### config.mk
export PLATFORM = sky130hd
export DESIGN_NAME = fpbc_mul
export DESIGN_NICKNAME = d
export VERILOG_FILES = /design/src/hdl/fpbc_mul.sv
export SDC_FILE = /design/constraint.sdc
export NUM_CORES = 2
export LEC_CHECK = 0
export BUFFER_PORTS_ARGS = -buffer_cell sky130_fd_sc_hd__buf_2
export CORE_MARGIN = 5
export CORE_UTILIZATION = 35
export DETAILED_ROUTE_END_ITERATION = 12
export PLACE_DENSITY = 0.5
export SYNTH_ARGS = -nofsm -noshare
export SYNTH_HDL_FRONTEND = slang
export SYNTH_SLANG_ARGS = --single-unit
### constraint.sdc
create_clock -name i_clk -period 14.5 [get_ports i_clk]
set_clock_uncertainty 0.05 [all_clocks]
set_input_delay 4.35 -clock i_clk [delete_from_list [all_inputs] [get_ports i_clk]]
set_output_delay 4.35 -clock i_clk [all_outputs]
set_load 0.01 [all_outputs]
### src/hdl/fpbc_mul.sv
// ----------------------------------------------------------------------------
// fpbc_mul
// Shared signed 33x33 multiplier with a registered product.
// ----------------------------------------------------------------------------
module fpbc_mul (
    input  logic               i_clk,
    input  logic signed [32:0] i_a,
    input  logic signed [32:0] i_b,
    output logic signed [65:0] o_p
);
    logic signed [65:0] r_p;

    // Register every product
    always_ff @(posedge i_clk) begin
        r_p <= 66'(i_a) * 66'(i_b);
    end

    assign o_p = r_p;
endmodule

==> results.cfg <==
[drt]
wire_per_inst_um = 20.3
wirelength_um = 118000
drc = 0
ant_nets = 0
detail_route.iter0.violations = 1510
via_count = 27900
vias_per_cell = 4.80
drtPass1Iterations = 8

[cells_and_area]
drive_gt1_share_pct = 4.91
nNetsFinal = 5717
utilization_pct = 37.1
largest_reg_flops = 66
final_cells = 5824
area_growth_pct = 5.48

[synth]
synth_top_area_cell = fa_1
synth_top_area_share_pct = 56.3
async_flop_share_pct = 0
synth_edf_count = 0
syn_area_mm2 = 0.0407
yosysMostFrequentCell = fa_1
synthTopCellsByCount = fa_1 (1,145), inv_1 (1,131), and2_1 (562)
syn_inst = 4338
ys_types = 80
synth_seq_area_share_pct = 3.24
yosys_warnings = 0
synth.ff_latch_count = 66
synthFlopType = dfxtp_1
syn_avg_cell_area_um2 = 9.39
synthTopCellsByArea = fa_1 (56%), inv_1 (10%), and2_1 (8.6%), ha_1 (6.7%), nand2_1 (5.1%)
synth_nets = 5767

[timing]
tns_ns = 0
rsz0062_at_grt = false
min_period_ns = 12.53
drv_slew = 0
worst_slew_pin_slew_ns = 0.976
hold_viol_final = 0
setup_viol = 0
min_period_over_period_pct = 86.4
max_freq_mhz = 79.8
slew_headroom_pct = 35.0

[clock_network]
ctsHoldBuffers = 0
cts_resized = 0
cts_setup_buffers = 0
cts_buffers = 9
clockBufferDepth = 2
numClockSinks = 66
clk_pin_slew_ns = 0.07
h-tree-depth = 3
cts_root_buf = clkbuf_16
tritoncts = yes

[placement]
port-buffer-count = 132
gp_congestion = 0.853
placed_cells = 5801
post-dp-hpwl_um = 97100

[die]
die_h_um = 351
initial_core_util_pct = 35.1
core_mm2 = 0.116
fp.dieW_um = 351
ioPinCount = 133
dieArea_mm2 = 0.123
rows = 125

[worst_setup_path]
crit_type = primary input to register
start_kind = primary input
cp-end-kind = register
critPathMaxFanout = 33
crit_path_start = i_b[0]
endpoint = o_p[64]
critPathArrivalTime_ns = 12.80
required_ns = 14.77

[hold_path]
holdPathStages = 2
hold_class = primary input to register

[job]
maxCapViolCount = 0

[grt]
grt_pass1_vias = 31000
grt_first_pass_wirelength_um = 188000
grtUsageTotal_pct = 20.2
antenna_found_initial = 8
grt_max_degree = 34
grt_remaining_overflow = 0

[run_status]
outcome = complete, no violations
==> worst max-delay path, cell delays in order <==
cell and delay, ns:
buf_2 0.56, nand2_1 0.19, inv_1 0.17, fa_1 0.51, fa_1 0.57, fa_1 0.98, fa_1 0.56, fa_1 0.50
fa_1 0.53, fa_1 0.51, inv_1 0.05, fa_1 0.49, inv_1 0.05, ha_1 0.43, nand4_1 0.24, nor2_1 0.24
nand2_1 0.15, nor3_1 0.70, o311ai_4 0.35, nand3_2 0.25, a211oi_1 0.10, a311oi_1 0.28
==> stage by stage <==
stage	hold slack, ns	instance area (um2)	setup WS (ns)
final	4.47	43000	1.97
after global routing	4.46	42900	1.41
after CTS	4.44	42900	1.92
after detailed placement	4.69	42700	1.51
after global placement	4.70	42700	1.53
after floorplan	4.43	40700	2.86
==> placed cells by master (no fill, tap or decap), types with 7 or more instances in the layout <==
cell type / count
diode_2: 7
buf_2: 132
inv_1: 1131
a21o_1: 36
nand4_1: 11
a21oi_1: 57
nand3_1: 25
buf_4: 28
ha_1: 217
dfxtp_1: 66
nand2b_1: 12
a211oi_1: 7
o21ai_0: 25
clkbuf_16: 9
nor2_1: 68
a31oi_1: 8
and2_1: 562
fa_1: 1145
nand2_1: 551
xor2_1: 25
xnor2_1: 43
nor3_1: 7
o21bai_1: 11
==> metal layers <==
metal | routed length [um] | track usage, % | share of wire [%] | vias to the layer above
met5 | 34 | 0 | 0.029 | -
met4 | 3910 | 6.15 | 3.3 | 4
met3 | 6320 | 3.47 | 5.4 | 134
met2 | 57900 | 34.0 | 49 | 598
met1 | 49800 | 26.7 | 42 | 15000
li1 | - | - | - | 12200
==> area by class of cell <==
class | instances | area, um2
fillers | 12000 | 72900
multi-input cells | 2920 | 34300
inverters | 1131 | 4250
well taps | 1524 | 1910
flip-flops and latches | 66 | 1320
repair buffers | 160 | 871
clock buffers | 11 | 233
clock inverters | 5 | 55.1
diodes | 7 | 17.5
==> cells by family after synthesis <==
| kind of cell | count (synthesis) | share of synthesized area [%] |
|---|---|---|
| buffers and inverters | 1352 | 12.5 |
| xor gates and xnor gates | 68 | 1.46 |
| adders and majority gates | 1362 | 62.9 |
| AOI/OAI and AO/OA | 219 | 4.07 |
| and+or+nand+nor | 1271 | 15.8 |
| DFF | 66 | 3.24 |
==> worst min-delay path by stage <==
stage / slack (ns) / endpoint / start
floorplan: 4.43 / o_p[0] / i_a[0]
global placement: 4.70 / o_p[29] / o_p[29]
detailed placement: 4.69 / o_p[22] / o_p[22]
CTS: 4.44 / o_p[0] / i_a[0]
global route: 4.46 / o_p[0] / i_a[0]
finish: 4.47 / o_p[0] / i_a[0]
Power is not shown: default switching activity piles up to over one toggle a cycle in this logic, so the estimate is an artifact.
