## src/hdl/fpbc_pkg.sv

```systemverilog
// ----------------------------------------------------------------------------
// fpbc_pkg
// Shared types and constants for frustum plane extraction and box culling.
// ----------------------------------------------------------------------------
package fpbc_pkg;

    localparam int NUM_PLANES  = 6;
    localparam int MATRIX_SIZE = 16;
    localparam int NRM_FRAC    = 30;   // Q2.30 normal fraction bits
    localparam int DIV_NUM_W   = 33;   // divider numerator width

    typedef enum logic [1:0] {
        OP_WRITE   = 2'd0,
        OP_EXTRACT = 2'd1,
        OP_BOX     = 2'd2,
        OP_NOP     = 2'd3
    } t_opcode;

    typedef enum logic [3:0] {
        S_IDLE,
        S_EX_COMP,
        S_EX_MAG,
        S_EX_NORM,
        S_EX_SQ,
        S_EX_SQRTGO,
        S_EX_SQRTW,
        S_EX_DIVGO,
        S_EX_DIVW,
        S_EX_NEXT,
        S_BX_MUL,
        S_BX_CHECK,
        S_DONE
    } t_state;

    // Matrix row combined with row 3 for each plane:
    // left/right use row 0, near/far row 2, bottom/top row 1.
    function automatic logic [1:0] row_sel(input logic [2:0] plane);
        logic [1:0] r;
        unique case (plane)
            3'd0, 3'd1: r = 2'd0;
            3'd2, 3'd3: r = 2'd2;
            default:    r = 2'd1;
        endcase
        return r;
    endfunction

endpackage

```

## src/hdl/fpbc_sqrt.sv

```systemverilog
// ----------------------------------------------------------------------------
// fpbc_sqrt
// Bit-serial integer square root, one result bit per cycle.
// ----------------------------------------------------------------------------
module fpbc_sqrt (
    input  logic        i_clk,
    input  logic        i_rst_n,
    input  logic        i_start,
    input  logic [61:0] i_value,
    output logic        o_done,
    output logic [31:0] o_root
);
    import fpbc_pkg::*;

    localparam logic [62:0] BIT_TOP = {1'b1, 62'b0};

    logic        r_busy;
    logic        r_done;
    logic [62:0] r_v;
    logic [62:0] r_res;
    logic [62:0] r_bit;
    logic [62:0] trial;

    assign trial = r_res + r_bit;

    // Control: run until the trial bit has passed bit zero
    always_ff @(posedge i_clk) begin
        if (!i_rst_n) begin
            r_busy <= 1'b0;
            r_done <= 1'b0;
        end else begin
            r_done <= r_busy && r_bit[0];
            if (i_start) begin
                r_busy <= 1'b1;
            end else if (r_bit[0]) begin
                r_busy <= 1'b0;
            end
        end
    end

    // Datapath: one subtract and compare per cycle
    always_ff @(posedge i_clk) begin
        if (i_start) begin
            r_v   <= {1'b0, i_value};
            r_res <= '0;
            r_bit <= BIT_TOP;
        end else if (r_busy) begin
            if (r_v >= trial) begin
                r_v   <= r_v - trial;
                r_res <= (r_res >> 1) + r_bit;
            end else begin
                r_res <= r_res >> 1;
            end
            r_bit <= r_bit >> 2;
        end
    end

    assign o_done = r_done;
    assign o_root = r_res[31:0];
endmodule

```

## config.mk

```make
export PLATFORM = sky130hd
export DESIGN_NAME = fpbc_sqrt
export DESIGN_NICKNAME = d
export VERILOG_FILES = /design/src/hdl/fpbc_pkg.sv /design/src/hdl/fpbc_sqrt.sv
export SDC_FILE = /design/constraint.sdc
export NUM_CORES = 1
export LEC_CHECK = 0
export ABC_AREA = 1
export BUFFER_PORTS_ARGS = -buffer_cell sky130_fd_sc_hd__buf_2
export CAP_MARGIN = 40
export CORE_MARGIN = 8
export CORE_UTILIZATION = 45
export CTS_BUF_LIST = sky130_fd_sc_hd__clkbuf_16
export DETAILED_ROUTE_END_ITERATION = 10
export HOLD_SLACK_MARGIN = 0.08
export REMOVE_ABC_BUFFERS = 1
export SLEW_MARGIN = 30
export SYNTH_ARGS = -nofsm -noshare
export SYNTH_HDL_FRONTEND = slang
export SYNTH_SLANG_ARGS = --single-unit
```

## constraint.sdc

```tcl
create_clock -name i_clk -period 9.8 [get_ports i_clk]
set_input_delay 1.47 -clock i_clk [delete_from_list [all_inputs] [get_ports i_clk]]
set_output_delay 1.47 -clock i_clk [all_outputs]
set_load 0.02 [all_outputs]
```

==> flow_summary.ini, run 1 <==
[status]
outcome = finished clean

[setup_path]
worstPathBufferInverterCount = 3
r2r_cells = 26
cp-start-kind = register
worstReg2RegEnd = r_v[1]
critPathMaxFanout = 48
crit_top_cell = nand2_1
cp_data_required_time_ns = 9.97
worstSetupPathType = register to register
end_kind = register
critical-path-max-stage-delay_ns = 0.57
crit_end = r_v[1]
worstSetupStartpoint = r_res[10]
crit_family = simple AND/OR/NAND/NOR gates
r2r_slack_ns = 3.66
cp.arrival_ns = 6.31
crit_cells = 26
timing.rr.start = r_res[10]
crit_slowest_cell = o21ai_0

[drt]
postRouteAntennaNets = 0
drc = 0
drt_first_pass_iters = 6
routedWlPerCell_um = 19.39
wl_um = 79250
vias_per_cell = 5.450
drt_iter0_drc = 2114
vias = 22280

[cts]
cts_buffers = 17
cts_root_buf = clkbuf_16
numClockSinks = 160
clockBufferDepth = 2
clk_pin_slew_ns = 0.07
cts_max_level = 4
clk_latency_ns = 0.50
cts_hold_buf = 0
cts_resized = 0
cts_setup_buffers = 0
cts_tree = built

[timing]
slew_headroom_pct = 42.18
period_share_pct = 62.64
drv_slew = 0
rsz0062_at_grt = false
setup_violations = 0
fin_ws_ns = 3.661
fmax_mhz = 162.9
fin_crit_ns = 6.139
finalHoldViolCount = 0
fin_tns_setup_ns = 0
worstMarginPinSlew_ns = 0.8582
skew_ns = 0.01941

[synthesis]
synth_compound_area_share_pct = 13.00
synthMuxAreaShare_pct = 0
ys.flop_type = dfxtp_1
seq_area_frac_synth_pct = 19.63
syn_area_mm2 = 0.01948
syn_inst = 3473
synthArstFlopShare_pct = 0
synth_area_leader_cell = nand2_1
ys_ff_latch = 160
synth_cell_types = 48
ys_warn_count = 0
syn_avg_cell_area_um2 = 5.610
synth.area.top_cells = nand2_1 (22%), dfxtp_1 (10%), inv_1 (9.7%)
synth_edf_count = 62
synth_top_area_share_pct = 22.27
yosys.area_share.simple_pct = 42.77
synth_xor_area_share_pct = 3.507
synth_top_family_by_area = simple AND/OR/NAND/NOR gates
synthAdderAreaFrac_pct = 8.259

[hold_path]
hold_path_class = register to register
hold_path_startpoint = r_v[62]

[global_route]
grt_antenna_before_repair = 0
grt_max_degree = 86
grt_pass1_vias = 21240
overflow = 0
grt_usage_pct = 31.01
grt_pass1_wl_um = 119900

[die]
placeableCoreArea_mm2 = 0.04289
pin_count = 98
die_w_um = 224.1
die-area_mm2 = 0.05021
fp-row-count = 76
start_util_pct = 45.43
die_h_um = 224.1

[placed_design]
io_buffers = 97
dp_slack_ns = 3.578
dpl.cell_count = 4054
gp_congestion = 1.059
dp_hpwl_um = 65180

[power_and_ir_drop]
powerDensity_mw_per_mm2 = 177.8
p_leak_nw = 9.631
ir_worst_vdd_uv = 107.2

[flow_run]
maxCapViolCount = 0

[layout]
diodes = 0
nets = 3683
layout-drive-gt1-share_pct = 4.969
area_growth_pct = 6.930
fin_cells = 4087
==> state kept, by name (all words and copies together) (netlist names) <==
signal and count:
r_bit 32, r_res 63, r_v 63, r_busy 1, o_done 1
==> per-layer routing <==
metal  track usage, %  part of all wire (%)  vias up
met5                0                     0        -
met4            17.33                   5.8        0
met3            4.146                   5.9      186
met2            50.46                    45      872
met1            39.27                    43    10130
li1                 -                     -    11080
==> cells by family after synthesis <==
group	after synthesis
buf+inv	616
simple gates	2019
flops	160
compound gates	472
xor+xnor	78
fa+ha+maj	128
==> layout make-up <==
type,count,area (um2)
clock inverters,13,161.4
well taps,585,732.0
multi-input cells,2697,13160
flip-flops and latches,160,3825
inverters,506,1899
fillers,4750,22050
clock buffers,18,450.4
repair buffers,108,604.3
==> power by group <==
| group | total [mW] | internal [mW] | switching, mW | leakage (nW) |
|---|---|---|---|---|
| Clock | 0.735 | 0.415 | 0.320 | 0.310 |
| Sequential | 0.961 | 0.831 | 0.130 | 1.42 |
| Combinational | 2.01 | 0.649 | 1.36 | 7.90 |
| Total | 3.70 | 1.89 | 1.81 | 9.63 |
==> through the flow <==
| step | instance area [um2] | power (mW) | utilization, % | hold slack [ns] |
|---|---|---|---|---|
| 2_1_floorplan | 18880 | 2.286 | - | 0.4545 |
| 3_3_place_gp | 20160 | 2.905 | 47.02 | 0.4684 |
| 3_5_place_dp | 20190 | 2.923 | 47.07 | 0.4692 |
| 4_1_cts | 20800 | 3.668 | 48.50 | 0.4802 |
| 5_1_grt | 20830 | 3.973 | 48.58 | 0.5066 |
| 6_report | 20830 | 3.704 | 48.58 | 0.4793 |
==> cells in the final DEF, fill, tap and decap left out, types with 3 or more instances in the layout <==
cell type  synthesis  final
nand4_1           22     22
o21bai_1          31     31
o211ai_1           5      5
o21a_1             3      3
nand2_1         1156   1155
nor2_1           418    418
a21o_1             8      8
edfxtp_1          62     62
a21oi_1          234    234
clkbuf_16          0     18
a31oi_1            6      6
nand2_2            2      3
buf_4             33      8
xor2_1            36     36
nor3_1            42     42
inv_2              3      5
and3_1             4      4
inv_1            503    504
o21ai_0          170    170
ha_1             127    127
bufinv_16          0      3
clkinv_4           0      3
xnor2_1           42     42
and2_1             8      8
dfxtp_1           98     97
nor4_1             9      9
a21boi_0           3      3
buf_2              1     96
nand3b_1          35     35
nand3_1          296    296
or2_2             20     20
==> worst min path at each step <==
| stage | slack (ns) | to | depth (start not counted) |
|---|---|---|---|
| after floorplan | 0.45 | r_v[62] | 2 |
| after global placement | 0.47 | r_v[62] | 2 |
| after detailed placement | 0.47 | r_v[62] | 2 |
| after CTS | 0.48 | r_v[62] | 2 |
| after global routing | 0.51 | r_v[62] | 2 |
| final | 0.48 | r_v[62] | 2 |
==> cell usage after synthesis (9+ instances only) <==
cell      number
a21oi_1      234
buf_4         33
clkbuf_1      60
dfxtp_1       98
edfxtp_1      62
ha_1         127
inv_1        503
nand2_1     1156
nand3_1      296
nand3b_1      35
nand4_1       22
nor2_1       418
nor3_1        42
nor4_1         9
o21ai_0      170
o21bai_1      31
or2_2         20
xnor2_1       42
xor2_1        36
==> worst reg2reg max path, cell delays in order, from the launching register on <==
cell     delay [ns]
dfxtp_1        0.42
ha_1           0.46
nand2_1        0.15
o21ai_0        0.35
a21oi_1        0.13
o21ai_0        0.57
nand2_1        0.18
nand2_1        0.21
nand3_1        0.15
nand3_1        0.10
nand2_1        0.07
ha_1           0.35
nand2_1        0.11
nor2_1         0.19
nand2_1        0.08
nor2_1         0.12
nand2_1        0.07
nor2_1         0.08
nand2_1        0.10
nand2_1        0.13
nor2_4         0.03
buf_4          0.24
nand2_4        0.46
nand2_2        0.30
nand2_2        0.11
buf_4          0.27
buf_16         0.32
Note: power is estimated with default switching activity, not from simulation.
==> run 2, diff against run 1 <==
==> constraint.sdc (replaced) <==
create_clock -name i_clk -period 5.5 [get_ports i_clk]
set_input_delay 0.825 -clock i_clk [delete_from_list [all_inputs] [get_ports i_clk]]
set_output_delay 0.825 -clock i_clk [all_outputs]
set_load 0.02 [all_outputs]
==> run 2 against run 1 <==
Against the previous run: power up 78%; critical endpoint is now r_v[9]; sequential share of layout area decreased by 0.082 points; final cell count grew 0.39%.
==> flow_summary.ini, run 2 (synthesis results as in run 1) <==
[setup_path]
crit_slowest_cell = o21ai_0
end_kind = register
worstSetupPathType = register to register
r2r_cells = 26
cp.arrival_ns = 5.37
timing.rr.start = r_res[6]
cp-start-kind = register
worstReg2RegEnd = r_v[9]
crit_top_cell = nand2_1
cp_data_required_time_ns = 5.68
crit_family = simple AND/OR/NAND/NOR gates
crit_cells = 26
worstPathBufferInverterCount = 2
critPathMaxFanout = 45
critical-path-max-stage-delay_ns = 0.53
r2r_slack_ns = 0.31

[placed_design]
gp_congestion = 1.096
dp_hpwl_um = 65650
dpl.cell_count = 4072
io_buffers = 97

[cts]
numClockSinks = 160
clk_pin_slew_ns = 0.07
cts_resized = 0
cts_tree = built
cts_hold_buf = 0
cts_root_buf = clkbuf_16
clk_latency_ns = 0.51
clockBufferDepth = 2
cts_buffers = 17
cts_setup_buffers = 0
cts_max_level = 4

[timing]
worstMarginPinSlew_ns = 0.9456
skew_ns = 0.01690
hold_ws_ns = 0.4821
finalHoldViolCount = 0
fmax_mhz = 192.6
drv_slew = 0
rsz0062_at_grt = false
period_share_pct = 94.40
setup_violations = 0
fin_crit_ns = 5.192
slew_headroom_pct = 36.29

[drt]
vias = 22720
postRouteAntennaNets = 0
routedWlPerCell_um = 19.49
wl_um = 79950
drt_iter0_drc = 2207
vias_per_cell = 5.538
drt_first_pass_iters = 6
drc = 0

[layout]
largestRegisters = r_res: 63 flops, r_v: 63 flops, r_bit: 32 flops
postLayoutCoreUtil_pct = 48.80
final_common_cell = nand2_1
final_cell_mix = nand2_1 (1155), inv_1 (502), nor2_1 (418)
fillers = 4718
area_growth_pct = 7.411
layout-drive-gt1-share_pct = 5.458
fin_cells = 4103
nets = 3699
diodes = 0

[hold_path]
holdPathEnd = r_v[62]
hold_depth = 2
hold_path_class = register to register
hold_path_startpoint = r_v[62]

[die]
die_w_um = 224.1
die-area_mm2 = 0.05021
fp-row-count = 76
placeableCoreArea_mm2 = 0.04289
start_util_pct = 45.43
pin_count = 98
die_h_um = 224.1

[global_route]
grt_usage_pct = 31.38
grt_max_degree = 92
overflow = 0
grt_pass1_vias = 21710
grt_pass1_wl_um = 121600
grt_antenna_before_repair = 0

[power_and_ir_drop]
ir_worst_vdd_uv = 200.2
p_leak_nw = 9.683
power_frac_comb_pct = 56.0
switching_power_mw = 3.282
p_int_mw = 3.305
swShare_pct = 49.82
seq_power_share_pct = 25.5
clkPwrFrac_pct = 18.5
powerDensity_mw_per_mm2 = 314.8

[flow_run]
maxCapViolCount = 0

[status]
outcome = finished clean
==> run 2: cell types whose count changed in the layout (fill, tap and decap cells not counted), sizes merged <==
cell / previous run / this run
buf: 107 / 124
bufinv: 3 / 0
clkinv: 4 / 2
clkinvlp: 0 / 3
inv: 512 / 513
==> run 2: power groups by stage <==
stage | Sequential (mW) | Clock (mW) | Combinational [mW]
2_1_floorplan | 1.67 | 0 | 2.40
3_5_place_dp | 1.70 | 0 | 3.58
5_1_grt | 1.70 | 1.27 | 4.07
4_1_cts | 1.67 | 1.25 | 3.60
3_3_place_gp | 1.69 | 0 | 3.56
6_report | 1.68 | 1.22 | 3.69
==> run 2: layout make-up <==
class | instances | area, um2 | area share [%]
Tap cell | 585 | 732.0 | 3.498
Multi-Input combinational cell | 2697 | 13160 | 62.89
Clock inverter | 12 | 93.84 | 0.4484
Clock buffer | 19 | 475.5 | 2.272
Inverter | 506 | 1899 | 9.076
Timing Repair Buffer | 124 | 740.7 | 3.540
Sequential cell | 160 | 3825 | 18.28
==> run 2: per-layer routing <==
| metal | track usage (%) | vias to the layer above | wire length [um] |
|---|---|---|---|
| met5 | 0 | - | 0 |
| met4 | 15.99 | 0 | 4124 |
| met3 | 3.937 | 204 | 5082 |
| met2 | 51.79 | 1030 | 36460 |
| met1 | 39.90 | 10380 | 34280 |
| li1 | - | 11110 | - |
==> run 2: how the worst max path moves through the flow <==
stage,start,to,slack [ns]
4_1_cts,r_res[6],r_v[38],0.45
3_3_place_gp,r_res[4],r_v[14],0.50
5_1_grt,r_res[6],r_v[43],0.14
3_5_place_dp,r_res[6],r_v[13],0.54
6_report,r_res[6],r_v[9],0.31
2_1_floorplan,r_res[4],r_v[0],-0.26
==> run 2: through the flow <==
stage | worst slack, ns | area (um2) | power (mW) | setup TNS, ns
5_1_grt | 0.1374 | 20930 | 7.037 | 0
3_3_place_gp | 0.5042 | 20320 | 5.251 | 0
6_report | 0.3081 | 20930 | 6.587 | 0
2_1_floorplan | -0.2628 | 18880 | 4.073 | -16.29
3_5_place_dp | 0.5373 | 20360 | 5.275 | 0
4_1_cts | 0.4546 | 20930 | 6.517 | 0
==> run 2: worst register-to-register path, stage by stage, from the launching register on <==
cell and delay [ns]:
dfxtp_1 0.40, ha_1 0.45, nand2_1 0.13, o21ai_0 0.19
inv_1 0.06, nand2_1 0.18, a21oi_1 0.15, o21ai_0 0.53
nand2_1 0.21, nand2_1 0.21, nand3_1 0.15, nand3_1 0.10
nand2_1 0.09, ha_1 0.38, nand2_1 0.13, nor2_1 0.23
nand2_1 0.08, nor2_1 0.12, nand2_1 0.07, nor2_1 0.09
nand2_1 0.06, nand2_1 0.10, nor2_4 0.05, nand2_4 0.08
nand2_2 0.18, nand2_2 0.17, buf_12 0.26
==> run 3, diff against run 2 <==
--- a/config.mk
+++ b/config.mk
@@ -13,7 +13,6 @@
 export CTS_BUF_LIST = sky130_fd_sc_hd__clkbuf_16
 export DETAILED_ROUTE_END_ITERATION = 10
 export HOLD_SLACK_MARGIN = 0.08
-export REMOVE_ABC_BUFFERS = 1
 export SLEW_MARGIN = 30
 export SYNTH_ARGS = -nofsm -noshare
 export SYNTH_HDL_FRONTEND = slang
==> run 3 against run 2 <==
Against the previous run: global-route usage rose by 0.15 points; highest routed layer unchanged; hold slack gained 0.0011 ns; worst setup slack got worse by 0.060 ns; critical endpoint is now r_res[20]; final cell count is 0.15% higher; sequential share of layout area barely moved; via count is essentially flat; non-clock buffer count up 5; critical path depth shrank 1; power up 0.44%; core utilization grew 0.096 points; sequential power is essentially flat; count of clock-buffer cells in the layout shrank 2.
==> flow_summary.ini, run 3 (synthesis results as in run 1) <==
[cts]
cts_hold_buf = 0
cts_buffers = 17
cts_tree = built
clk_latency_ns = 0.51
cts_root_buf = clkbuf_16
numClockSinks = 160
cts_setup_buffers = 0
cts_max_level = 4
clk_pin_slew_ns = 0.08
clockBufferDepth = 2

[timing]
rsz0062_at_grt = false
period_share_pct = 95.49
slew_headroom_pct = 38.87
finalHoldViolCount = 0
setup_violations = 0
fin_crit_ns = 5.252
worstMarginPinSlew_ns = 0.9074
skew_ns = 0.01106
fin_tns_setup_ns = 0
drv_slew = 0
fmax_mhz = 190.4

[placed_design]
gp_congestion = 1.019
io_buffers = 97
dp_hpwl_um = 66340

[setup_path]
cp_data_required_time_ns = 5.86
worstSetupPathType = register to register
cp.arrival_ns = 5.62
end_kind = register
r2r_slack_ns = 0.25
timing.rr.start = r_res[30]
critPathMaxFanout = 91
worstReg2RegEnd = r_res[20]
cp-start-kind = register
worstSetupStartpoint = r_res[30]
r2r_cells = 25

[layout]
multi_input_area_mm2 = 0.01316
largestRegisters = r_res: 63 flops, r_v: 63 flops, r_bit: 32 flops
nets = 3704
area_growth_pct = 7.623
final_common_cell = nand2_1
final_cell_mix = nand2_1 (1155), inv_1 (502), nor2_1 (418)
layout-drive-gt1-share_pct = 5.619
diodes = 0
ff_latch_area_mm2 = 0.003825
fillers = 4670

[status]
outcome = finished clean

[drt]
postRouteAntennaNets = 0
routedWlPerCell_um = 19.73
vias = 22730
vias_per_cell = 5.532
wl_um = 81050
drc = 0
drt_first_pass_iters = 7
drt_iter0_drc = 2456

[flow_run]
maxCapViolCount = 0

[die]
placeableCoreArea_mm2 = 0.04289
pin_count = 98
die-area_mm2 = 0.05021
die_h_um = 224.1
die_w_um = 224.1
fp-row-count = 76
start_util_pct = 45.43

[global_route]
grt_max_degree = 96
met3_usage_pct = 5.925
met1_usage_pct = 44.59
grt_usage_pct = 31.53
overflow = 0
grt_pass1_vias = 20380
grt_pass1_wl_um = 121400
top_usage_layer = met2
grt_antenna_before_repair = 0
met2_usage_pct = 47.95

[hold_path]
holdPathEnd = r_v[62]
hold_depth = 2
hold_path_startpoint = r_v[62]
hold_path_class = register to register

[power_and_ir_drop]
p_leak_nw = 9.723
powerDensity_mw_per_mm2 = 315.5
ir_worst_vdd_uv = 250.3
total_power_mw = 6.616

[synthesis]
syn_nets = 3666
run 3: final cells by class:
class	instances	share of cell area, %
Multi-Input combinational cell	2697	62.78
Sequential cell	160	18.24
Inverter	506	9.058
Timing Repair Buffer	129	3.670
Tap cell	585	3.491
Clock buffer	17	2.029
Clock inverter	15	0.7280
run 3: stage by stage:
step,worst slack [ns],instances,utilization [%],hold WS [ns],area [um2]
finish,0.2480,4109,48.89,0.4831,20970
global route,0.01174,4109,48.89,0.5049,20970
CTS,0.3863,4108,48.84,0.4870,20940
detailed placement,0.4200,4076,47.49,0.4720,20370
global placement,0.4029,4076,47.48,0.4658,20360
floorplan,0.4481,3473,-,0.4538,19480
run 3: worst max path at each step:
stage | cells past startpoint | slack (ns) | to
after floorplan | 26 | 0.45 | r_v[0]
after global placement | 24 | 0.40 | r_v[8]
after detailed placement | 24 | 0.42 | r_v[10]
after CTS | 24 | 0.39 | r_v[18]
after global routing | 29 | 0.01 | r_res[53]
final | 25 | 0.25 | r_res[20]
run 3: worst max-delay path, cell delays in order (launching register included):
cell      delay (ns)
dfxtp_1         0.61
ha_1            0.30
nand2_1         0.13
o21ai_1         0.31
nand2_1         0.15
o21ai_0         0.32
a21oi_1         0.15
nor3_1          0.44
nor3_1          0.13
nand3b_1        0.12
nand2_1         0.08
ha_1            0.37
nand2_1         0.21
nor2_1          0.18
nand2_1         0.06
nor2_1          0.27
nand2_1         0.09
nor2_1          0.09
nand2_1         0.06
nand2_1         0.10
nor2_4          0.06
nand2_4         0.08
buf_12          0.33
nand2_1         0.19
nand3_1         0.10
a21oi_1         0.06
run 3: what timing repair did:
| action | CTS | global route |
|---|---|---|
| hold endpoints to repair | 0 | 0 |
| gates resized for setup | 0 | 2 |
| setup endpoints to repair | 0 | 12 |
run 3: per-layer routing:
metal / wire (um) / up-vias / part of all wire, %
li1: - / 11130 / -
met1: 37430 / 10470 / 46
met2: 34380 / 1026 / 42
met3: 7271 / 106 / 9.0
met4: 1972 / 0 / 2.4
met5: 0 / - / 0
run 3: power by group:
group / switching (mW) / leakage [nW] / internal, mW
clock: 0.662 / 0.289 / 0.611
sequential: 0.189 / 1.42 / 1.48
combinational: 2.49 / 8.01 / 1.19
