--- config.mk ---
export PLATFORM = sky130hd
export DESIGN_NAME = fpbc_div
export DESIGN_NICKNAME = d
export VERILOG_FILES = /design/src/hdl/fpbc_pkg.sv /design/src/hdl/fpbc_div.sv
export SDC_FILE = /design/constraint.sdc
export NUM_CORES = 1
export LEC_CHECK = 0
export ABC_CLOCK_PERIOD_IN_PS = 5080
export BUFFER_PORTS_ARGS = -buffer_cell sky130_fd_sc_hd__buf_2
export CORE_MARGIN = 3
export CORE_UTILIZATION = 57
export CTS_BUF_LIST = sky130_fd_sc_hd__clkbuf_16
export DETAILED_ROUTE_END_ITERATION = 8
export PLACE_DENSITY = 0.78
export SLEW_MARGIN = 25
export SYNTH_ARGS = -nofsm -noshare
export SYNTH_HDL_FRONTEND = slang
export SYNTH_SLANG_ARGS = --single-unit
--- constraint.sdc ---
create_clock -name i_clk -period 5.08 [get_ports i_clk]
set_input_delay 0.508 -clock i_clk [delete_from_list [all_inputs] [get_ports i_clk]]
set_output_delay 0.508 -clock i_clk [all_outputs]
set_load 0.05 [all_outputs]
--- src/hdl/fpbc_pkg.sv ---
// ----------------------------------------------------------------------------
// fpbc_pkg
// Shared types and constants for frustum plane extraction and box culling.
// ----------------------------------------------------------------------------
package fpbc_pkg;

    localparam int NUM_PLANES  = 6;
    localparam int MATRIX_SIZE = 16;
    localparam int NRM_FRAC    = 30;   // Q2.30 normal fraction bits
    localparam int DIV_NUM_W   = 33;   // divider numerator width

    typedef enum logic [1:0] {
        OP_WRITE   = 2'd0,
        OP_EXTRACT = 2'd1,
        OP_BOX     = 2'd2,
        OP_NOP     = 2'd3
    } t_opcode;

    typedef enum logic [3:0] {
        S_IDLE,
        S_EX_COMP,
        S_EX_MAG,
        S_EX_NORM,
        S_EX_SQ,
        S_EX_SQRTGO,
        S_EX_SQRTW,
        S_EX_DIVGO,
        S_EX_DIVW,
        S_EX_NEXT,
        S_BX_MUL,
        S_BX_CHECK,
        S_DONE
    } t_state;

    // Matrix row combined with row 3 for each plane:
    // left/right use row 0, near/far row 2, bottom/top row 1.
    function automatic logic [1:0] row_sel(input logic [2:0] plane);
        logic [1:0] r;
        unique case (plane)
            3'd0, 3'd1: r = 2'd0;
            3'd2, 3'd3: r = 2'd2;
            default:    r = 2'd1;
        endcase
        return r;
    endfunction

endpackage

--- src/hdl/fpbc_div.sv ---
// ----------------------------------------------------------------------------
// fpbc_div
// Restoring serial divider: floor(num * 2^zeros / den), saturation flagged.
// ----------------------------------------------------------------------------
module fpbc_div (
    input  logic        i_clk,
    input  logic        i_rst_n,
    input  logic        i_start,
    input  logic [32:0] i_num,
    input  logic [5:0]  i_zeros,
    input  logic [31:0] i_den,
    output logic        o_done,
    output logic [31:0] o_quot,
    output logic        o_ovf
);
    import fpbc_pkg::*;

    logic        r_busy;
    logic        r_done;
    logic [6:0]  r_cnt;
    logic [32:0] r_num;
    logic [31:0] r_den;
    logic [31:0] r_rem;
    logic [31:0] r_q;
    logic        r_sticky;
    logic [32:0] rem2;
    logic        take;

    assign rem2 = {r_rem, r_num[32]};
    assign take = rem2 >= {1'b0, r_den};

    // Control: one numerator bit per cycle
    always_ff @(posedge i_clk) begin
        if (!i_rst_n) begin
            r_busy <= 1'b0;
            r_done <= 1'b0;
            r_cnt  <= '0;
        end else begin
            r_done <= r_busy && (r_cnt == 7'd1);
            if (i_start) begin
                r_busy <= 1'b1;
                r_cnt  <= 7'(DIV_NUM_W) + 7'(i_zeros);
            end else if (r_busy) begin
                r_cnt <= r_cnt - 7'd1;
                if (r_cnt == 7'd1) begin
                    r_busy <= 1'b0;
                end
            end
        end
    end

    // Datapath: shift in a bit, subtract when it fits
    always_ff @(posedge i_clk) begin
        if (i_start) begin
            r_num    <= i_num;
            r_den    <= i_den;
            r_rem    <= '0;
            r_q      <= '0;
            r_sticky <= 1'b0;
        end else if (r_busy) begin
            r_num    <= r_num << 1;
            r_rem    <= take ? 32'(rem2 - {1'b0, r_den}) : rem2[31:0];
            r_sticky <= r_sticky | r_q[31];
            r_q      <= {r_q[30:0], take};
        end
    end

    assign o_done = r_done;
    assign o_quot = r_q;
    assign o_ovf  = r_sticky | r_q[31];
endmodule

==> metrics, run 1 <==
largest family of logic cells by synthesized area=compound AO/OA/AOI/OAI gates; pwr dens=348 nW/µm²; Routed Wire Length=16400 µm; Setup TNS=0 ns; final setup violation count=0; crit-path cells=inv_1 -> ha_1 -> nand3_1 -> nor4_1 -> a21boi_1 -> o21ai_2 -> a31o_1 -> a211o_1 -> or4_1 -> a311oi_1; xor-xnor portion of the synthesized cell area=3.98%; RD Place Congestion=0.957; mux cell area share after synthesis=12.2%; Ys Warns=0; die height=121 µm; Resized cells post-CTS=0; H-Tree Level Count=4; GR Util met1=29.0%; Seq cells post-synth=139; CTS tree=yes; Post-Synth Adder-Cell Area=6.12%; DIE AREA=14500 µm²; Worst-Skew Late Latency=0.43 ns; Critical Path Sink Type=flip-flop; CP Launch Point=r_den[9]; hold path start=i_den[0]; final hold violations=0; RSZ-0062 raised after global routing=false; worst-case clock buffer depth=2; grt ovf=0; number of synthesized flops with an enable pin=65; Core Footprint=12700 µm²; CP Class=flip-flop to flip-flop; Die Width=121 µm; syn avg cell area=10.0 µm²; Synth area leaders=edfxtp_1, dfxtp_1, mux2i_1; CP Max Fanout=19; wire per inst=16.1 µm; FFs w/ async S/R, synth=0%; Crit path max-delay family=compound AO/OA/AOI/OAI gates; Total Power=3.04 mW; fraction of the mapped netlist area in simple logic gates=12.6%; Critical Path Max Stage Delay=0.65 ns; Worst Path Arrival=3.89 ns; Synth top area share=26.1%; crit path launch type=flip-flop; count leader, synth=nor2_1; HPWL after DPL=11200 µm; cts hold-fix bufs=0; clock-pin transition on the worst setup and hold timing paths=0.06 ns; largest net degree at the start of global routing=91; Max Cap Violations=0; final slew viol count=0; Syn Nets=858; Max Fclk=280 MHz; Hold Path Class=primary input to flip-flop; first-pass GRT wire length=27400 µm; outcome=complete, no violations; met3 Use GR=7.58%; Yosys cell types=63; sequential share of the synthesized area=45.9%; DRC=0; Static Leak=3.93 nW; GRT Total Usage=23.3%; postcts setup bufs=0; cts bufs inserted=17; VDD IR max=0.308 mV; post-synth design cell area=7480 µm²; worst-margin pin slew=0.883 ns; Synth top cells by count=nor2_1, dfxtp_1, edfxtp_1; Vias/cell=5.77; share of layout cells above drive strength 1=22.0%; busiest grt layer=met2; compound-cell area share of the yosys netlist=14.4%; Tcrit/Tclk final=70.2%; number of port buffers=107; met2 usage in global routing=37.3%; vias in the first global route=5926; Gate Count Post-Synth=748; clock sink total=139; First-pass DRT Iterations=5; DR vias=5886; area grow syn2layout=16.5%; worst path buffer plus inverter count=1; critical path required time=5.40 ns; Final min period=3.57 ns; Slowest cell on crit path=or4_1; clk_skew=0.0130 ns; r2r startpoint=r_den[9]; clk root buf=clkbuf_16; biggest area consumer among synthesized cells=edfxtp_1; IO Count=108; Rows=41; worst rel slew slack=40.9%; DRT iter0 DRCs=364; Primary FF master, synth=dfxtp_1; final net count=944; post-route ant nets=0; initial antenna violation count=1; Initial Utilization=58.8%
-- cell usage in the layout (no fill, tap or decap), types with 5 or more instances in the layout --
cell       Yosys  layout
buf_2         10     106
nor2_1        88      88
clkbuf_16      0      20
o21bai_1       6       6
ha_1          35      35
nand3_1       19      19
edfxtp_1      65      65
xor2_1        10      10
nor2b_1        5       5
nand4_1        7       7
a21o_1        16      16
a21oi_1       39      39
or3_1          5       5
mux2_2        35      35
a31oi_1        6       6
nor3_1         8       8
inv_6          0       5
nand2_1       45      45
o211ai_1       6       6
a211oi_1      24      24
xnor2_1       24      24
mux2i_1       52      52
inv_1         46      47
o21ai_0       16      16
o31ai_1        5       5
dfxtp_1       74      73
a32oi_1        5       5
-- state kept, by name, summed over array words and instances, names as in the netlist --
| name | count |
|---|---|
| r_num | 33 |
| o_quot | 32 |
| r_den | 32 |
| r_rem | 32 |
| r_cnt | 7 |
| o_done | 1 |
| r_busy | 1 |
| r_sticky | 1 |
-- metrics by stage --
step | util [%] | hold slack [ns] | setup WS (ns) | cells | instance area (µm²)
2_1_floorplan | - | 0.429 | 2.20 | 748 | 7480
3_3_place_gp | 63.6 | 0.443 | 1.71 | 987 | 8090
3_5_place_dp | 63.6 | 0.469 | 1.61 | 987 | 8090
4_1_cts | 68.5 | 0.233 | 1.54 | 1019 | 8710
5_1_grt | 68.5 | 0.230 | 1.23 | 1019 | 8710
6_report | 68.5 | 0.251 | 1.51 | 1020 | 8710
-- routing by layer --
| metal | routed length [µm] | up-vias |
|---|---|---|
| met5 | 7 | - |
| met2 | 7730 | 194 |
| li1 | - | 2890 |
| met4 | 379 | 2 |
| met1 | 7180 | 2762 |
| met3 | 1120 | 38 |
-- power by group --
part           switching, mW  leakage [nW]  internal, mW
clock network          0.497         0.312         0.771
logic                  0.276          2.37         0.205
registers             0.0343          1.25          1.25
total                  0.807          3.93          2.23
-- logic make-up (layout without fill, tap and decap cells) --
logic type                 after synthesis  after routing
xor gates and xnor gates                34             34
buffers and inverters                   90            189
muxes                                   87             87
other                                    0              1
and+or+nand+nor                        205            205
DFF                                    139            139
adders and majority gates               36             36
AOI/OAI and AO/OA                      157            157
-- final cells by class --
| type | instances | area [µm²] |
|---|---|---|
| Antenna cell | 1 | 2.50 |
| Inverter | 46 | 173 |
| Clock inverter | 12 | 119 |
| Multi-Input combinational cell | 519 | 3700 |
| Timing Repair Buffer | 111 | 572 |
| Fill cell | 1000 | 4010 |
| Clock buffer | 20 | 500 |
| Sequential cell | 139 | 3440 |
| Tap cell | 172 | 215 |
-- path summary, 6_finish.rpt --
kind / to / slack [ns] / cells past startpoint
hold reg to reg: r_sticky / 0.48 / 2
setup / recovery: r_rem[27] / 1.51 / 10
setup reg to reg: r_rem[27] / 1.51 / 10
hold / removal: r_den[0] / 0.25 / 1
Power figures use the tool's default switching activity.
==> inputs of run 2 (changes only) <==
ABC_AREA = 1   (was default)
ABC_CLOCK_PERIOD_IN_PS = 3600   (was 5080)
PLACE_DENSITY = 0.77   (was 0.78)
clock period = 3.6 ns   (was 5.08 ns; I/O delays follow)
==> run 2 against run 1 <==
Clock skew decreased by 0.0041 ns. Largest cell class unchanged. Combinational power decreased by 16%. Die area increased by 8.3%. Highest routed layer unchanged. Via count increased by 25%. Cell area increased by 7.2%. Critical path type unchanged. Largest power group unchanged. Global-route usage increased by 2.8 points.
==> metrics, run 2 <==
Setup TNS=0 ns (unchanged); Sw Share=26.8% (+0.25 points); compound-cell area share of the yosys netlist=9.80% (-4.6 points); Worst Path Arrival=3.28 ns (-0.61 ns); Yosys cell types=45 (-29%); clk_skew=0.00888 ns (-0.00410 ns); fin worst setup slack=0.683 ns (-0.829 ns); most frequent CP cell=clkinv_1; worst-margin pin slew=1.04 ns (+0.158 ns); Static Leak=4.78 nW (+21%); syn avg cell area=7.10 µm² (-29%); Synth top area share=24.0% (-2.1 points); worst rel slew slack=30.4% (-11 points); share of layout cells above drive strength 1=13.9% (-8.1 points); Combinational Power Share=10.6% (-5.2 points); final setup violation count=0 (unchanged); Hold Path Class=primary input to flip-flop; Worst R2R End=r_cnt[1]; Final min period=2.92 ns (-0.651 ns); Synth area leaders=edfxtp_1, nand2_1, dfxtp_1; DRT iter0 DRCs=438 (+20%); final net count=1359 (+44%); critical path required time=3.97 ns (-1.43 ns); Pint=2.77 mW (+24%); mux cell area share after synthesis=0% (-12 points); crit-path cells=clkinv_1 -> nor2_1 -> clkinv_1 -> o21ai_0 -> nand2_1 -> inv_1; initial antenna violation count=1 (unchanged); DRC=0 (unchanged); Tcrit/Tclk final=81.0% (+11 points); Psw=1.02 mW (+26%); post-route ant nets=0 (unchanged); sequential share of the synthesized area=42.2% (-3.7 points); die height=125 µm (+4.1%); area grow syn2layout=14.8%; cts hold-fix bufs=0 (unchanged); grt ovf=0 (unchanged); number of port buffers=107 (unchanged); Initial Utilization=58.4% (-0.44 points); Rows=43 (+4.9%); biggest area consumer among synthesized cells=edfxtp_1; CP Max Fanout=34 (+15); CP Class=flip-flop to flip-flop; max reg flops=33 (unchanged); GRT Total Usage=26.0% (+2.8 points); IO Count=108 (unchanged); Die Width=125 µm (+4.1%); fraction of the mapped netlist area in simple logic gates=30.1% (+17 points); cts bufs inserted=17 (unchanged); R2R Setup Slk=0.68 ns (-0.83 ns); DR vias=7353 (+25%); Gate Count Post-Synth=1146 (+53%); xor-xnor portion of the synthesized cell area=0.538% (-3.4 points); first-pass GRT wire length=33300 µm (+22%); Max Fclk=343 MHz (+22%); DIE AREA=15700 µm² (+8.3%); cells on worst reg2reg path=6 (-4); FFs w/ async S/R, synth=0% (unchanged); Largest Register=r_num; wire per inst=13.9 µm (-14%); Core Footprint=13900 µm² (+9.5%); First-pass DRT Iterations=5 (unchanged); CP endpoint=r_cnt[1]; commonest non-fill, non-tap cell in the layout=nand2_1; RSZ-0062 raised after global routing=false; Setup WS pre-CTS=0.452 ns (-1.16 ns); HPWL after DPL=14500 µm (+29%); Critical Path Sink Type=flip-flop; vias in the first global route=7099 (+20%); Vias/cell=5.10 (-12%); CTS tree=yes; largest family of logic cells by synthesized area=simple AND/OR/NAND/NOR gates; pwr dens=406 nW/µm² (+16%); Max Cap Violations=0 (unchanged); Critical Path Max Stage Delay=1.06 ns (+0.41 ns); Worst-Skew Late Latency=0.42 ns (about the same); number of synthesized flops with an enable pin=65 (unchanged); H-Tree Level Count=4 (unchanged); Slowest cell on crit path=clkinv_1; post-synth design cell area=8140 µm² (+8.7%); worst-case clock buffer depth=2 (unchanged); VDD IR max=0.558 mV (+81%); Clock power frac=42.5% (+0.7 points); Syn Nets=1256 (+46%); RD Place Congestion=0.951 (-0.58%); clock-pin transition on the worst setup and hold timing paths=0.06 ns (about the same); commonest non-fill, non-tap cells in the layout=nand2_1, inv_1, buf_2, nor2_1, dfxtp_1; Post-Synth Adder-Cell Area=5.63% (-0.49 points); final slew viol count=0 (unchanged); Resized cells post-CTS=0 (unchanged); Routed Wire Length=20000 µm (+22%); postcts setup bufs=0 (unchanged); final hold violations=0 (unchanged); Primary FF master, synth=dfxtp_1; r2r startpoint=r_busy; outcome=complete, no violations; largest net degree at the start of global routing=61 (-33%); power share of the sequential group=46.9% (+4.5 points); Seq cells post-synth=139 (unchanged); Ys Warns=0 (unchanged); Hold Slack=0.114 ns (-0.136 ns); count leader, synth=nand2_1; Synth top cells by count=nand2_1, inv_1, nor2_1; clk root buf=clkbuf_16; CP Launch Point=r_busy; crit path launch type=flip-flop; Total Power=3.79 mW (+25%); clock sink total=139 (unchanged)
-- run 2: cell types whose count changed in the layout (fill, tap and decap cells not counted), sizes merged, moves of 16 or more --
cell,delta
o22ai,+30
xnor2,-21
nand2,+355
inv,+170
a21o,-16
mux2,-35
a211oi,-21
mux2i,-52
o21ai,+24
nand3,+39
-- run 2: area by class of cell --
cell class,count,area [µm²]
antenna,1,2.50
sequential,139,3430
inverter,215,810
multi-input combinational,763,3750
clock buffer,17,425
fill,1257,4600
clock inverter,15,109
tap,180,225
timing repair buffer,113,583
-- run 2: layer usage --
layer / vias up / share of wire (%) / global-route usage [%]
met2: 189 / 47 / 43.8
met1: 3312 / 44 / 32.5
met4: 2 / 1.9 / 7.08
met3: 32 / 6.7 / 7.95
li1: 3818 / - / -
met5: - / 0.035 / 0
-- run 2: kinds of logic after synthesis --
| kind of cell | after synthesis |
|---|---|
| and+or+nand+nor | 583 |
| buffers and inverters | 244 |
| AOI/OAI and AO/OA | 139 |
| DFF | 139 |
| adders and majority gates | 36 |
| xor gates and xnor gates | 5 |
-- run 2: worst min path at each step --
stage	start	slack, ns	end	depth (start not counted)
finish	i_den[7]	0.11	r_den[7]	1
detailed placement	r_sticky	0.47	r_sticky	2
global placement	r_sticky	0.45	r_sticky	2
CTS	i_den[7]	0.10	r_den[7]	1
floorplan	r_rem[31]	0.44	r_rem[31]	2
global route	i_den[25]	0.09	r_den[25]	1
-- run 2: power by group through the flow --
stage / sequential [mW] / clock [mW] / combinational (mW)
after floorplan: 1.81 / 0 / 0.267
after global placement: 1.81 / 0 / 0.395
after detailed placement: 1.81 / 0 / 0.398
after CTS: 1.78 / 1.63 / 0.401
after global routing: 1.79 / 1.70 / 0.458
final: 1.78 / 1.61 / 0.401
-- run 2: through the flow --
step	cell area [µm²]	instances	util [%]
floorplan	8140	1146	-
global placement	8800	1410	63.2
detailed placement	8800	1410	63.2
CTS	9340	1442	67.0
global route	9340	1442	67.0
finish	9340	1443	67.0
-- run 2: worst max-delay path, delay by kind of cell, from the launching register on --
| kind | cells | cell delay (ns) |
|---|---|---|
| AOI/OAI and AO/OA | 1 | 0.43 |
| buffers and inverters | 3 | 1.21 |
| DFF | 1 | 0.34 |
| and+or+nand+nor | 2 | 0.89 |
==> inputs of run 3 (changes only) <==
ABC_CLOCK_PERIOD_IN_PS = 2550   (was 3600)
CORE_UTILIZATION = 53   (was 57)
PLACE_DENSITY = 0.75   (was 0.77)
clock period = 2.55 ns   (was 3.6 ns; I/O delays follow)
==> run 3 against run 2 <==
Largest cell class unchanged. Wire length increased by 8.1%. Total power up 45%. Die area rose by 7.2%. Critical path type unchanged. Sequential share of layout area fell by 1.2 points. Critical endpoint is now r_rem[31].
==> metrics, run 3 (synthesis gave the netlist of run 2 again) <==
max reg flops=33 (unchanged); Hold Slack=0.00955 ns (-0.105 ns); Die Width=130 µm (+3.5%); DRT iter0 DRCs=531 (+21%); r2r startpoint=r_den[24]; DR vias=7530 (+2.4%); post-route ant nets=0 (unchanged); Critical Path Sink Type=flip-flop; clock sink total=139 (unchanged); CTS tree=yes; CP Class=flip-flop to flip-flop; First-pass DRT Iterations=7 (+2); first-pass GRT wire length=34700 µm (+4.3%); Finished Core Util=65.4% (-1.6 points); R2R Setup Slk=0.18 ns (-0.50 ns); RSZ-0062 raised after global routing=false; Static Leak=4.91 nW (+2.8%); share of layout cells above drive strength 1=14.8% (+0.95 points); IO Count=108 (unchanged); final slew viol count=0 (unchanged); Max Cap Violations=0 (unchanged); outcome=complete, no violations; most frequent CP cell=nand2_1; number of port buffers=107 (unchanged); Ant. Diodes=0 (-1); cells on worst reg2reg path=14 (+8); Worst-Skew Late Latency=0.42 ns (about the same); final cell count without fillers=1473 (+2.1%); crit-path cells=inv_1 -> ha_1 -> nand2_1 -> nor2_2 -> nand2_1 -> nor2_1 -> nand3_1 -> nand3_2 -> nor2_8 -> buf_4 -> nand2_4 -> or2_1 -> nand3_1 -> nand2_1; worst-margin pin slew=0.779 ns (-0.261 ns); vias in the first global route=7148 (+0.69%); clock-pin transition on the worst setup and hold timing paths=0.06 ns (about the same); Max Fclk=422 MHz (+23%); Initial Utilization=55.1% (-3.2 points); cts bufs inserted=17 (unchanged); crit path launch type=flip-flop; Vias/cell=5.11 (+0.32%); Slowest cell on crit path=ha_1; Endpoint, Worst Hold=r_den[15]; Final min period=2.37 ns (-0.550 ns); Crit path max-delay family=simple AND/OR/NAND/NOR gates; worst rel slew slack=48.0% (+18 points); Core Footprint=14800 µm² (+5.9%); Routed Wire Length=21600 µm (+8.1%); die height=130 µm (+3.5%); Largest Register=r_num; Critical Path Max Stage Delay=0.36 ns (-0.70 ns); HPWL after DPL=15900 µm (+9.1%); largest net degree at the start of global routing=47 (-23%); Tcrit/Tclk final=92.8% (+12 points); commonest non-fill, non-tap cells in the layout=nand2_1, inv_1, buf_2, nor2_1, dfxtp_1; worst-case clock buffer depth=2 (unchanged); Hold Path Class=primary input to flip-flop; CP Max Fanout=11 (-68%); DRC=0 (unchanged); DIE AREA=16900 µm² (+7.2%); Worst Path Arrival=2.69 ns (-0.59 ns); final net count=1386 (+2.0%); initial antenna violation count=1 (unchanged); VDD IR max=0.461 mV (-17%); final setup violation count=0 (unchanged); Setup TNS=0 ns (unchanged); Rows=44 (+2.3%); commonest non-fill, non-tap cell in the layout=nand2_1; pwr dens=568 nW/µm² (+40%); H-Tree Level Count=4 (unchanged); final hold violations=0 (unchanged); clk_skew=0.0116 ns (+0.00272 ns); GRT Total Usage=26.1% (+0.10 points); wire per inst=14.7 µm (+5.9%); hold path start=i_den[15]; worst path buffer plus inverter count=2 (-1); area grow syn2layout=18.6%; Hold Path Cell Cnt=1 (unchanged); RD Place Congestion=0.995 (+4.6%); critical path required time=2.87 ns (-1.10 ns); clk root buf=clkbuf_16; grt ovf=0 (unchanged); placed instance count=1420 (+0.71%); Worst R2R End=r_rem[31]
## run 3: cell count changes in the layout (fill, tap and decap cells not counted), moves of 2 or more
| cell | change |
|---|---|
| clkinv_1 | -2 |
| buf_4 | +7 |
| dlygate4sd3_1 | +17 |
| inv_8 | +2 |
| clkinv_2 | +2 |
| buf_12 | +2 |
| inv_4 | -3 |
## run 3: final cells by class
class | count | area [µm²]
fill | 1369 | 5110
multi-input combinational | 764 | 3770
sequential | 139 | 3430
timing repair buffer | 139 | 846
inverter | 215 | 812
clock buffer | 17 | 425
tap | 184 | 230
clock inverter | 15 | 133
## run 3: report_power, final
| part | internal [mW] | total [mW] | switching (mW) | leakage, nW |
|---|---|---|---|---|
| Sequential | 2.47 | 2.51 | 0.0433 | 1.25 |
| Combinational | 0.213 | 0.611 | 0.397 | 3.38 |
| Clock | 1.28 | 2.36 | 1.07 | 0.278 |
| Total | 3.96 | 5.48 | 1.52 | 4.91 |
## run 3: worst max path at each step
stage | startpoint | endpoint | slack (ns) | depth (start not counted)
3_5_place_dp | r_den[24] | r_rem[30] | 0.03 | 13
5_1_grt | r_den[18] | r_rem[11] | 0.02 | 13
2_1_floorplan | r_busy | r_num[0] | 0.50 | 3
6_report | r_den[24] | r_rem[31] | 0.18 | 14
3_3_place_gp | r_den[24] | r_rem[30] | 0.1 | 13
4_1_cts | r_den[24] | r_rem[21] | 0.02 | 13
## run 3: worst register-to-register path, delay by kind of cell (launching register included)
kind          cells  cell delay [ns]
fa+ha+maj         1             0.36
buf+inv           2             0.22
flops             1             0.35
simple gates     11             1.34
## run 3: repair_timing
action	4_1_cts	5_1_grt
hold buffers	15	2
hold endpoints to repair	15	2
buffers inserted	0	3
endpoints found under the setup margin	0	25
resized for setup	0	4
## run 3: stage by stage
stage	worst slack [ns]	total power, mW	instance area (µm²)
finish	0.183	5.48	9650
global route	0.0184	5.70	9650
CTS	0.0237	5.49	9580
detailed placement	0.0302	3.14	8880
global placement	0.0959	3.12	8880
floorplan	0.504	2.93	8140
## run 3: layer usage
| metal | up-vias | track usage (%) | share of wire, % |
|---|---|---|---|
| li1 | 3880 | - | - |
| met1 | 3402 | 33.3 | 44 |
| met2 | 223 | 44.3 | 48 |
| met3 | 23 | 6.47 | 6.5 |
| met4 | 2 | 7.33 | 1.6 |
| met5 | - | 0 | 0.060 |
